<file path="config.mk">
export PLATFORM = sky130hd
export DESIGN_NAME = utf8_stream_decoder
export DESIGN_NICKNAME = d
export VERILOG_FILES = /design/src/rtl/u8sd_pkg.sv /design/src/rtl/u8sd_core.sv /design/src/rtl/u8sd_out_reg.sv /design/src/rtl/utf8_stream_decoder.sv
export SDC_FILE = /design/constraint.sdc
export NUM_CORES = 1
export LEC_CHECK = 0
export ABC_CLOCK_PERIOD_IN_PS = 4600
export BUFFER_PORTS_ARGS = -buffer_cell sky130_fd_sc_hd__buf_2
export CORE_MARGIN = 8
export CORE_UTILIZATION = 60
export CTS_BUF_LIST = sky130_fd_sc_hd__clkbuf_2 sky130_fd_sc_hd__clkbuf_4 sky130_fd_sc_hd__clkbuf_8
export DETAILED_ROUTE_END_ITERATION = 16
export GPL_TIMING_DRIVEN = 0
export PLACE_DENSITY_LB_ADDON = 0.08
export SYNTH_ARGS = -nofsm -noshare
export SYNTH_HDL_FRONTEND = slang
export SYNTH_HIERARCHICAL = 1
export SYNTH_SLANG_ARGS = --single-unit
</file>
<file path="constraint.sdc">
create_clock -name clk -period 4.6 [get_ports clk]
set_clock_uncertainty 0.15 [all_clocks]
set_input_delay 0.46 -clock clk [delete_from_list [all_inputs] [get_ports clk]]
set_output_delay 0.46 -clock clk [all_outputs]
set_load 0.005 [all_outputs]
</file>
<file path="src/rtl/u8sd_pkg.sv">
// Package for the UTF-8 stream decoder: beat types, status codes and
// decode constants. No dependencies.
package u8sd_pkg;

  localparam int unsigned CpW  = 21;
  localparam int unsigned StW  = 3;
  localparam int unsigned CntW = 3;

  typedef logic [StW-1:0] status_t;

  localparam status_t ST_OK         = 3'd0;
  localparam status_t ST_END        = 3'd1;
  localparam status_t ST_INCOMPLETE = 3'd2;
  localparam status_t ST_OVERLONG   = 3'd3;
  localparam status_t ST_BAD_LEN    = 3'd4;

  localparam logic [CpW-1:0] FLOOR_2B = 21'h000080;
  localparam logic [CpW-1:0] FLOOR_3B = 21'h000800;
  localparam logic [CpW-1:0] FLOOR_4B = 21'h010000;

  localparam logic [7:0] MASK_2B = 8'h1f;
  localparam logic [7:0] MASK_3B = 8'h0f;
  localparam logic [7:0] MASK_4B = 8'h07;

  typedef struct packed {
    logic [7:0] data_byte;
    logic       last_in_buffer;
  } in_beat_t;

  typedef struct packed {
    logic [CpW-1:0]  code_point;
    status_t         status;
    logic [CntW-1:0] byte_count;
  } out_beat_t;

endpackage

</file>
<file path="src/rtl/u8sd_core.sv">
// Sequence tracker and decode logic for the UTF-8 stream decoder.
// Depends on u8sd_pkg.
module u8sd_core (
  input  logic                clk,
  input  logic                rst_n,
  input  logic                step,
  input  u8sd_pkg::in_beat_t  beat,
  output logic                res_valid,
  output u8sd_pkg::out_beat_t res
);
  import u8sd_pkg::*;

  logic [1:0]     need_r, need_nxt;
  logic [2:0]     len_r, len_nxt;
  logic [CpW-1:0] gath_r, gath_nxt;

  logic [CpW-1:0] shifted;
  logic [1:0]     need_dec;
  logic [CpW-1:0] floor_val;

  assign shifted  = {gath_r[CpW-7:0], beat.data_byte[5:0]};
  assign need_dec = need_r - 2'd1;

  always_comb begin
    unique case (len_r)
      3'd2:    floor_val = FLOOR_2B;
      3'd3:    floor_val = FLOOR_3B;
      default: floor_val = FLOOR_4B;
    endcase
  end

  always_comb begin
    need_nxt  = need_r;
    len_nxt   = len_r;
    gath_nxt  = gath_r;
    res_valid = 1'b0;
    res       = '0;
    if (need_r == 2'd0) begin
      if (beat.data_byte == 8'h00) begin
        res_valid = 1'b1;
        res       = '{code_point: '0, status: ST_END, byte_count: 3'd1};
      end else if (beat.data_byte < 8'hc0 || beat.data_byte >= 8'hfe) begin
        res_valid = 1'b1;
        res       = '{code_point: {13'd0, beat.data_byte}, status: ST_OK, byte_count: 3'd1};
      end else if (beat.data_byte >= 8'hf8) begin
        res_valid = 1'b1;
        res       = '{code_point: '0, status: ST_BAD_LEN, byte_count: 3'd1};
      end else if (beat.last_in_buffer) begin
        // Lead byte is the last of the buffer: drop it
        res_valid = 1'b1;
        res       = '{code_point: '0, status: ST_INCOMPLETE, byte_count: 3'd1};
      end else if (beat.data_byte >= 8'hf0) begin
        len_nxt  = 3'd4;
        need_nxt = 2'd3;
        gath_nxt = {13'd0, beat.data_byte & MASK_4B};
      end else if (beat.data_byte >= 8'he0) begin
        len_nxt  = 3'd3;
        need_nxt = 2'd2;
        gath_nxt = {13'd0, beat.data_byte & MASK_3B};
      end else begin
        len_nxt  = 3'd2;
        need_nxt = 2'd1;
        gath_nxt = {13'd0, beat.data_byte & MASK_2B};
      end
    end else if (need_dec == 2'd0) begin
      res_valid = 1'b1;
      need_nxt  = 2'd0;
      len_nxt   = 3'd0;
      gath_nxt  = '0;
      if (shifted < floor_val) begin
        res = '{code_point: '0, status: ST_OVERLONG, byte_count: len_r};
      end else begin
        res = '{code_point: shifted, status: ST_OK, byte_count: len_r};
      end
    end else if (beat.last_in_buffer) begin
      res_valid = 1'b1;
      res       = '{code_point: '0, status: ST_INCOMPLETE,
                    byte_count: len_r - {1'b0, need_dec}};
      need_nxt  = 2'd0;
      len_nxt   = 3'd0;
      gath_nxt  = '0;
    end else begin
      need_nxt = need_dec;
      gath_nxt = shifted;
    end
  end

  always_ff @(posedge clk) begin
    if (!rst_n) begin
      need_r <= 2'd0;
      len_r  <= 3'd0;
      gath_r <= '0;
    end else if (step) begin
      need_r <= need_nxt;
      len_r  <= len_nxt;
      gath_r <= gath_nxt;
    end
  end

endmodule

</file>
<file path="src/rtl/u8sd_out_reg.sv">
// Result register of the UTF-8 stream decoder: holds one result beat
// until the receiver takes it. Depends on u8sd_pkg.
module u8sd_out_reg (
  input  logic                clk,
  input  logic                rst_n,
  input  logic                load,
  input  logic                load_valid,
  input  u8sd_pkg::out_beat_t load_data,
  output logic                free,
  output logic                out_valid,
  input  logic                out_stall,
  output u8sd_pkg::out_beat_t out_data
);
  import u8sd_pkg::*;

  logic      valid_r;
  out_beat_t data_r;

  assign free      = !valid_r || !out_stall;
  assign out_valid = valid_r;
  assign out_data  = data_r;

  always_ff @(posedge clk) begin
    if (!rst_n) begin
      valid_r <= 1'b0;
    end else if (load) begin
      valid_r <= load_valid;
    end else if (!out_stall) begin
      valid_r <= 1'b0;
    end
  end

  always_ff @(posedge clk) begin
    if (load && load_valid) begin
      data_r <= load_data;
    end
  end

endmodule

</file>
<file path="src/rtl/utf8_stream_decoder.sv">
// UTF-8 stream decoder, top level. Uses u8sd_pkg, u8sd_core, u8sd_out_reg.
// A result is on out_valid once its last byte has passed the input register
// and then the result register; out_stall can hold it in either of them.
// Throughput: one byte per cycle while out_stall is low; each decode step
// updates the pending-sequence registers, so bytes may arrive back to back.
// Reset (rst_n low, synchronous): drop any pending sequence and empty both
// registers.
module utf8_stream_decoder (
  input  logic                clk,
  input  logic                rst_n,
  input  logic                in_valid,
  output logic                in_stall,
  input  u8sd_pkg::in_beat_t  in_data,
  output logic                out_valid,
  input  logic                out_stall,
  output u8sd_pkg::out_beat_t out_data
);
  import u8sd_pkg::*;

  // Input register: one byte beat waiting to be decoded.
  logic     in_valid_r;
  in_beat_t in_data_r;

  // Decode fires when a byte is held and the result register can take
  // its outcome (even when that byte produces no result).
  logic      out_free;
  logic      step;
  logic      res_valid;
  out_beat_t res;

  assign step     = in_valid_r && out_free;
  // Hold the input side only while a held byte cannot advance.
  assign in_stall = in_valid_r && !out_free;

  always_ff @(posedge clk) begin
    if (!rst_n) begin
      in_valid_r <= 1'b0;
    end else if (!in_stall) begin
      in_valid_r <= in_valid;
    end
  end

  always_ff @(posedge clk) begin
    if (!in_stall && in_valid) begin
      in_data_r <= in_data;
    end
  end

  // Sequence state and per-byte decode.
  u8sd_core u_core (
    .clk       (clk),
    .rst_n     (rst_n),
    .step      (step),
    .beat      (in_data_r),
    .res_valid (res_valid),
    .res       (res)
  );

  // Result register: load on every decode step, bubble when no result.
  u8sd_out_reg u_out (
    .clk        (clk),
    .rst_n      (rst_n),
    .load       (step),
    .load_valid (res_valid),
    .load_data  (res),
    .free       (out_free),
    .out_valid  (out_valid),
    .out_stall  (out_stall),
    .out_data   (out_data)
  );

  // Stall is only raised with a byte actually held.
  a_stall_has_byte: assert property (@(posedge clk) disable iff (!rst_n)
    in_stall |-> in_valid_r)
    else $error("in_stall raised with empty input register");

  // Any error or end status carries a zero code point.
  a_err_zero_cp: assert property (@(posedge clk) disable iff (!rst_n)
    (out_valid && out_data.status != ST_OK) |-> (out_data.code_point == '0))
    else $error("non-ok result with nonzero code point");

  // Byte count stays within one to four.
  a_count_range: assert property (@(posedge clk) disable iff (!rst_n)
    out_valid |-> (out_data.byte_count >= 3'd1 && out_data.byte_count <= 3'd4))
    else $error("byte_count out of range");

  // End of text and bad length always come from a single byte.
  a_single_byte: assert property (@(posedge clk) disable iff (!rst_n)
    (out_valid && (out_data.status == ST_END || out_data.status == ST_BAD_LEN))
      |-> (out_data.byte_count == 3'd1))
    else $error("single-byte status with wrong byte_count");

endmodule
</file>
==> summary.txt, run 1 <==
Critical path
  • Crit-path max cell delay: 0.47 ns
  • Slowest CP cell: o31ai_2
  • CP Launch Type: flop
  • Crit. End Element: flop
  • FF-to-FF setup slack: 1.91 ns
  • Crit path max fanout: 6
  • CP arrival: 2.59 ns
  • Crit-path cells: nor2b_1 > nand2_1 > ha_1 > or4_1 > o21a_1 > o31ai_2 > a21boi_0
  • WS Path Type: reg -> reg
  • WP data required: 4.50 ns

Outcome
  • Status: finished, final reports clean

Pwr
  • Part of the power in combinational logic: 0.067
  • Sequential Power Share: 0.499
  • Worst IR drop on VDD: 0.2539 mV
  • Pleak: 1.204 nW
  • Pint: 0.9128 mW
  • Total Power: 1.171 mW
  • Power Dens Cells: 383.5 nW/um^2
  • Sw Ratio: 0.2204
  • Net Sw Power: 0.2580 mW
  • Part of the power in the clock network: 0.435

Synthesis
  • Dominant cell type by area after synthesis: edfxtp_1
  • Post-synthesis sequential area ratio: 0.5920
  • Synthesis-stage register bit count: 58
  • Yosys top cell area share: 0.4206
  • Distinct cell type count after synthesis: 47
  • Mapped Nets: 245
  • Yosys Warn Count: 6
  • Synthesized cell area: 2570 sq um
  • FFs w/ async S/R, synth: 0
  • Syn Area/Cell: 11.37 sq um
  • Post-Synthesis Cells: 226
  • Top_reg_cell synth: edfxtp_1
  • Number of synthesized flops with an enable pin: 36
  • Largest cells by area after synthesis: edfxtp_1 (42%), dfxtp_1 (17%), a21boi_0 (5.6%)

Global route
  • Pin count of the biggest net entering global routing: 29
  • First-pass GRT wire length: 8818 microns
  • Initial antenna violation count: 0
  • Vias in the first global route: 1951
  • Grt total ovfl: 0
  • Total track usage: 0.1756

Final layout
  • Antenna cells: 0
  • Layout Nets: 297
  • Design area: 3053 sq um
  • Layout cell share with drive strength beyond 1: 0.2615
  • Post-layout util: 0.7210
  • Layout Area Growth over Synthesis: 18.79%
  • Fill cells: 309

Clock tree
  • Hold Buf Count CTS: 0
  • Clock Tree Buf Depth: 2
  • Worst-Skew Late Latency: 0.35 ns
  • CTS Sinks: 58
  • Post_cts resized: 0
  • CTS tree: built
  • H-tree levels: 3
  • Clk pin slew, worst setup/hold paths: 0.07 ns
  • Clk Tree Root Cell: clkbuf_8
  • Post-CTS Setup Bufs: 0
  • TritonCTS buffer count: 9

Floorplan
  • Die width: 81.45 microns
  • Initial Utilization: 0.6070
  • Placeable Area: 4234 sq um
  • Die H: 81.45 microns
  • DIE AREA: 6633 sq um
  • Row count: 24
  • Top-Level Pins: 42

Timing
  • Fin. Hold Viols: 0
  • Final period util: 0.5853
  • Post-layout min period: 2.693 ns
  • Rel. slew slack: 0.5176
  • Actual slew at the worst max-slew pin: 0.7221 ns
  • Hold slack: 0.1441 ns
  • RSZ-0062 raised after global routing: false
  • Setup TNS: 0 ns
  • Final Max Slew Viols: 0
  • Final Setup Violations: 0
  • Maximum clock frequency: 0.3714 GHz

Drt
  • DRT Wirelength: 5517 microns
  • Iteration-0 DRC Markers: 161
  • WL per Instance: 16.47 microns
  • Vias post-DR: 1936
  • Via/cell ratio: 5.779
  • Post-DRT Antenna Nets: 0
  • DRC Markers: 0
  • DRT Pass-1 Iters: 4

Run
  • Max Cap Viol: 0

Min path
  • Hold crit path type: in -> reg

Placement
  • Placed Area: 2840 sq um
  • Buffers added on ports: 41
  • Final GP Congestion: 0.8516
  • Detailed Place HPWL: 3861 microns
layer usage:
layer / vias to the layer above / share of wire / GRT usage
li1: 926 / - / -
met1: 922 / 0.43 / 0.2067
met2: 72 / 0.46 / 0.2816
met3: 16 / 0.087 / 0.04376
met4: 0 / 0.029 / 0.1125
met5: - / 0 / 0
power groups by stage:
stage / Sequential, mW / Clock, mW / Combinational [mW]
2_1_floorplan: 0.594 / 0 / 0.0463
3_3_place_gp: 0.595 / 0 / 0.0756
3_5_place_dp: 0.595 / 0 / 0.0780
4_1_cts: 0.584 / 0.509 / 0.0786
5_1_grt: 0.586 / 0.529 / 0.0866
6_report: 0.584 / 0.509 / 0.0781
flip-flops by register name, indices dropped and copies added (netlist names):
signal and count:
u_out/out_data 27, u_core/gath_r 15, in_data_r 9, u_core/len_r 3
u_core/need_r 2, in_valid_r 1, u_out/out_valid 1
cell usage after synthesis (2+ instances only):
master    number
nor2_1         9
and2_1        13
nand2_1       24
o221ai_1       2
ha_1           5
nor3_1         3
nor2b_1        4
a21oi_1        6
nand2b_1       4
nand4_1        3
edfxtp_1      36
o21a_1         3
inv_1          6
nand3_1       23
and3_1         2
a21boi_0      19
clkbuf_1       4
buf_2          4
dfxtp_1       22
o21ai_0        7
worst paths after layout:
| path | end | start | cells after the start |
|---|---|---|---|
| min reg2reg | u_core/gath_r[10] | u_core/gath_r[10] | 2 |
| max | u_out/out_data[9] | u_core/len_r[1] | 7 |
| min | in_data_r[1] | in_data[1] | 1 |
| max reg2reg | u_out/out_data[9] | u_core/len_r[1] | 7 |
logic make-up after synthesis:
family | Yosys count | share of synthesized area
buf+inv | 15 | 0.02434
simple gates | 99 | 0.2103
flops | 58 | 0.5920
compound gates | 48 | 0.1412
fa+ha+maj | 6 | 0.03213
layout by cell type, fill, tap and decap left out, types with 2 or more instances in the layout:
master,n
a21boi_0,19
a21oi_1,6
and2_1,13
and3_1,2
buf_2,45
bufinv_16,2
clkbuf_1,4
clkbuf_8,9
clkinv_2,3
dfxtp_1,22
edfxtp_1,36
ha_1,5
inv_1,6
nand2_1,24
nand2b_1,4
nand3_1,23
nand4_1,3
nor2_1,9
nor2b_1,4
nor3_1,3
o21a_1,3
o21ai_0,7
o221ai_1,2
final cells by class:
cell class              instances  area [sq um]  area share
multi-input cells             153         985.9      0.3230
flip-flops and latches         58          1521      0.4984
repair buffers                 41         205.2     0.06721
inverters                       6         22.52    0.007377
clock buffers                  10         131.4     0.04303
well taps                      52         65.06     0.02131
clock inverters                 6         81.33     0.02664
plain buffers                   9         40.04     0.01311
worst max-delay path: cells and delay by family (launching register included):
kind / cells / cell delay, ns
AND/OR/NAND/NOR: 3 / 0.75
flip-flops: 1 / 0.38
adder cells (fa/ha/maj): 1 / 0.18
AO/OA/AOI/OAI: 3 / 0.93
stage by stage:
step,setup WS (ns),cells
2_1_floorplan,2.258,226
3_3_place_gp,2.063,319
3_5_place_dp,1.975,319
4_1_cts,1.947,335
5_1_grt,1.754,335
6_report,1.907,335
Note: power is estimated with default switching activity, not from simulation.
==> inputs of run 2 (changes only) <==
Settings changed: ABC_CLOCK_PERIOD_IN_PS 4600 to 2830, CORE_UTILIZATION 60 to 58.
Clock period 4.6 ns to 2.83 ns, I/O delays scaled along.
==> summary.txt, run 2 (synthesis results as in run 1) <==
Final layout
  • Fill cells: 313 (+1.3%)
  • Largest Register: u_out/out_data
  • Layout Area Growth over Synthesis: 22.69%
  • Finished Layout Cells: 344 (+2.7%)
  • Multi-input logic area: 985.9 sq um (unchanged)
  • Top Registers: u_out/out_data x27, u_core/gath_r x15, in_data_r x9
  • Antenna cells: 0 (unchanged)
  • Design area: 3153 sq um (+3.3%)
  • Largest register FFs: 27 (unchanged)
  • Layout Nets: 306 (+3.0%)
  • Seq. cell area: 1521 sq um (unchanged)
  • Layout cell share with drive strength beyond 1: 0.2534 (-0.008059)
  • Commonest non-fill, non-tap cell in the layout: buf_2
  • Most frequent cells in the layout: buf_2 (45), edfxtp_1 (36), nand2_1 (24), nand3_1 (23), dfxtp_1 (22)

Clock tree
  • Clk pin slew, worst setup/hold paths: 0.07 ns (about the same)
  • H-tree levels: 3 (unchanged)
  • Post_cts resized: 0 (unchanged)
  • Clock Tree Buf Depth: 2 (unchanged)
  • Hold Buf Count CTS: 9 (+9)
  • Post-CTS Setup Bufs: 0 (unchanged)
  • CTS tree: built
  • Clk Tree Root Cell: clkbuf_8
  • CTS Sinks: 58 (unchanged)
  • TritonCTS buffer count: 9 (unchanged)
  • Worst-Skew Late Latency: 0.33 ns (-0.02 ns)

Placement
  • Pre-CTS WS: 0.2592 ns (-1.716 ns)
  • Final GP Congestion: 0.8584 (+0.80%)
  • Buffers added on ports: 41 (unchanged)
  • Detailed Place HPWL: 3734 microns (-3.3%)
  • Placed Area: 2840 sq um (unchanged)
  • Post-Place Cells: 319 (unchanged)

Critical path
  • Crit-path max cell delay: 0.46 ns (about the same)
  • Crit. End Element: flop
  • WP data required: 2.72 ns (-1.78 ns)
  • Crit-path cells: nor2b_1 > nand2_1 > ha_1 > or4_1 > o21a_1 > o31ai_2 > a21boi_0
  • WP buf/inv: 0 (unchanged)
  • CP delay by family, top: compound AO/OA/AOI/OAI gates
  • WS Path Type: reg -> reg
  • Slowest CP cell: o31ai_2
  • Crit path max fanout: 6 (unchanged)
  • CP Launch Type: flop
  • CP arrival: 2.51 ns (-0.08 ns)

Floorplan
  • Die width: 82.57 microns (+1.4%)
  • Initial Utilization: 0.5943 (-0.01265)
  • DIE AREA: 6817 sq um (+2.8%)
  • Placeable Area: 4324 sq um (+2.1%)
  • Row count: 24 (unchanged)
  • Top-Level Pins: 42 (unchanged)
  • Die H: 82.57 microns (+1.4%)

Timing
  • Maximum clock frequency: 0.3812 GHz (+2.6%)
  • Fin. Hold Viols: 0 (unchanged)
  • Final Max Slew Viols: 0 (unchanged)
  • Final Setup Violations: 0 (unchanged)
  • RSZ-0062 raised after global routing: false
  • Smallest setup slack after layout: 0.2069 ns (-1.701 ns)
  • Setup TNS: 0 ns (unchanged)
  • Post-layout min period: 2.623 ns (-0.06942 ns)
  • Final period util: 0.9269 (+0.3416)
  • Rel. slew slack: 0.4895 (-0.02814)
  • Actual slew at the worst max-slew pin: 0.7642 ns (+0.04213 ns)

Drt
  • Post-DRT Antenna Nets: 0 (unchanged)
  • Vias post-DR: 1917 (-0.98%)
  • DRC Markers: 0 (unchanged)
  • Iteration-0 DRC Markers: 221 (+37%)
  • DRT Wirelength: 5472 microns (-0.82%)
  • Via/cell ratio: 5.573 (-3.6%)
  • DRT Pass-1 Iters: 5 (+1)
  • WL per Instance: 15.91 microns (-3.4%)

Global route
  • Vias in the first global route: 1798 (-7.8%)
  • Total track usage: 0.1678 (-0.007745)
  • First-pass GRT wire length: 8618 microns (-2.3%)
  • Initial antenna violation count: 0 (unchanged)
  • Pin count of the biggest net entering global routing: 29 (unchanged)
  • Grt total ovfl: 0 (unchanged)

Pwr
  • Power Dens Cells: 612.4 nW/um^2 (+60%)
  • Pleak: 1.240 nW (+3.0%)
  • Worst IR drop on VDD: 0.4028 mV (+59%)

Run
  • Max Cap Viol: 0 (unchanged)

Min path
  • Hold crit path type: in -> reg

Outcome
  • Status: finished, final reports clean
run 2: layout make-up:
type	count	share of cell area
Inverter	6	0.007143
Tap cell	52	0.02063
Multi-Input combinational cell	153	0.3127
Buffer	9	0.01270
Timing Repair Buffer	50	0.09365
Clock buffer	11	0.04603
Clock inverter	5	0.02460
Sequential cell	58	0.4825
run 2: worst paths after layout:
kind | from | endpoint | slack (ns) | cells past startpoint
worst max register to register | u_core/len_r[1] | u_out/out_data[8] | 0.21 | 7
worst min register to register | u_core/gath_r[13] | u_core/gath_r[13] | 0.34 | 2
worst max-delay path | u_core/len_r[1] | u_out/out_data[8] | 0.21 | 7
worst min-delay path | in_valid | in_valid_r | 0.03 | 2
run 2: worst reg2reg max path: stages (launching register included):
cell and delay [ns]:
dfxtp_1 0.37, nor2b_1 0.25, nand2_1 0.09, ha_1 0.18, or4_1 0.41, o21a_1 0.24, o31ai_2 0.46, a21boi_0 0.18
run 2: power by group:
group	switching (mW)	total [mW]	leakage [nW]	internal, mW
logic	0.0765	0.136	0.604	0.0596
registers	0.0181	0.950	0.523	0.932
clock network	0.319	0.845	0.113	0.526
total	0.413	1.93	1.24	1.52
run 2: per-stage QoR:
step                hold WS, ns  power, mW    util
floorplan                0.2319      1.041       -
global placement         0.3105      1.089  0.6568
detailed placement       0.3114      1.092  0.6568
CTS                     0.01322      1.938  0.7292
global route            0.03906      1.989  0.7292
finish                  0.02907      1.931  0.7292
run 2: layer usage:
layer	vias up	global-route usage	share of wire
li1	949	-	-
met1	898	0.2178	0.46
met2	63	0.2600	0.47
met3	7	0.04329	0.063
met4	0	0.07241	0.012
met5	-	0	0
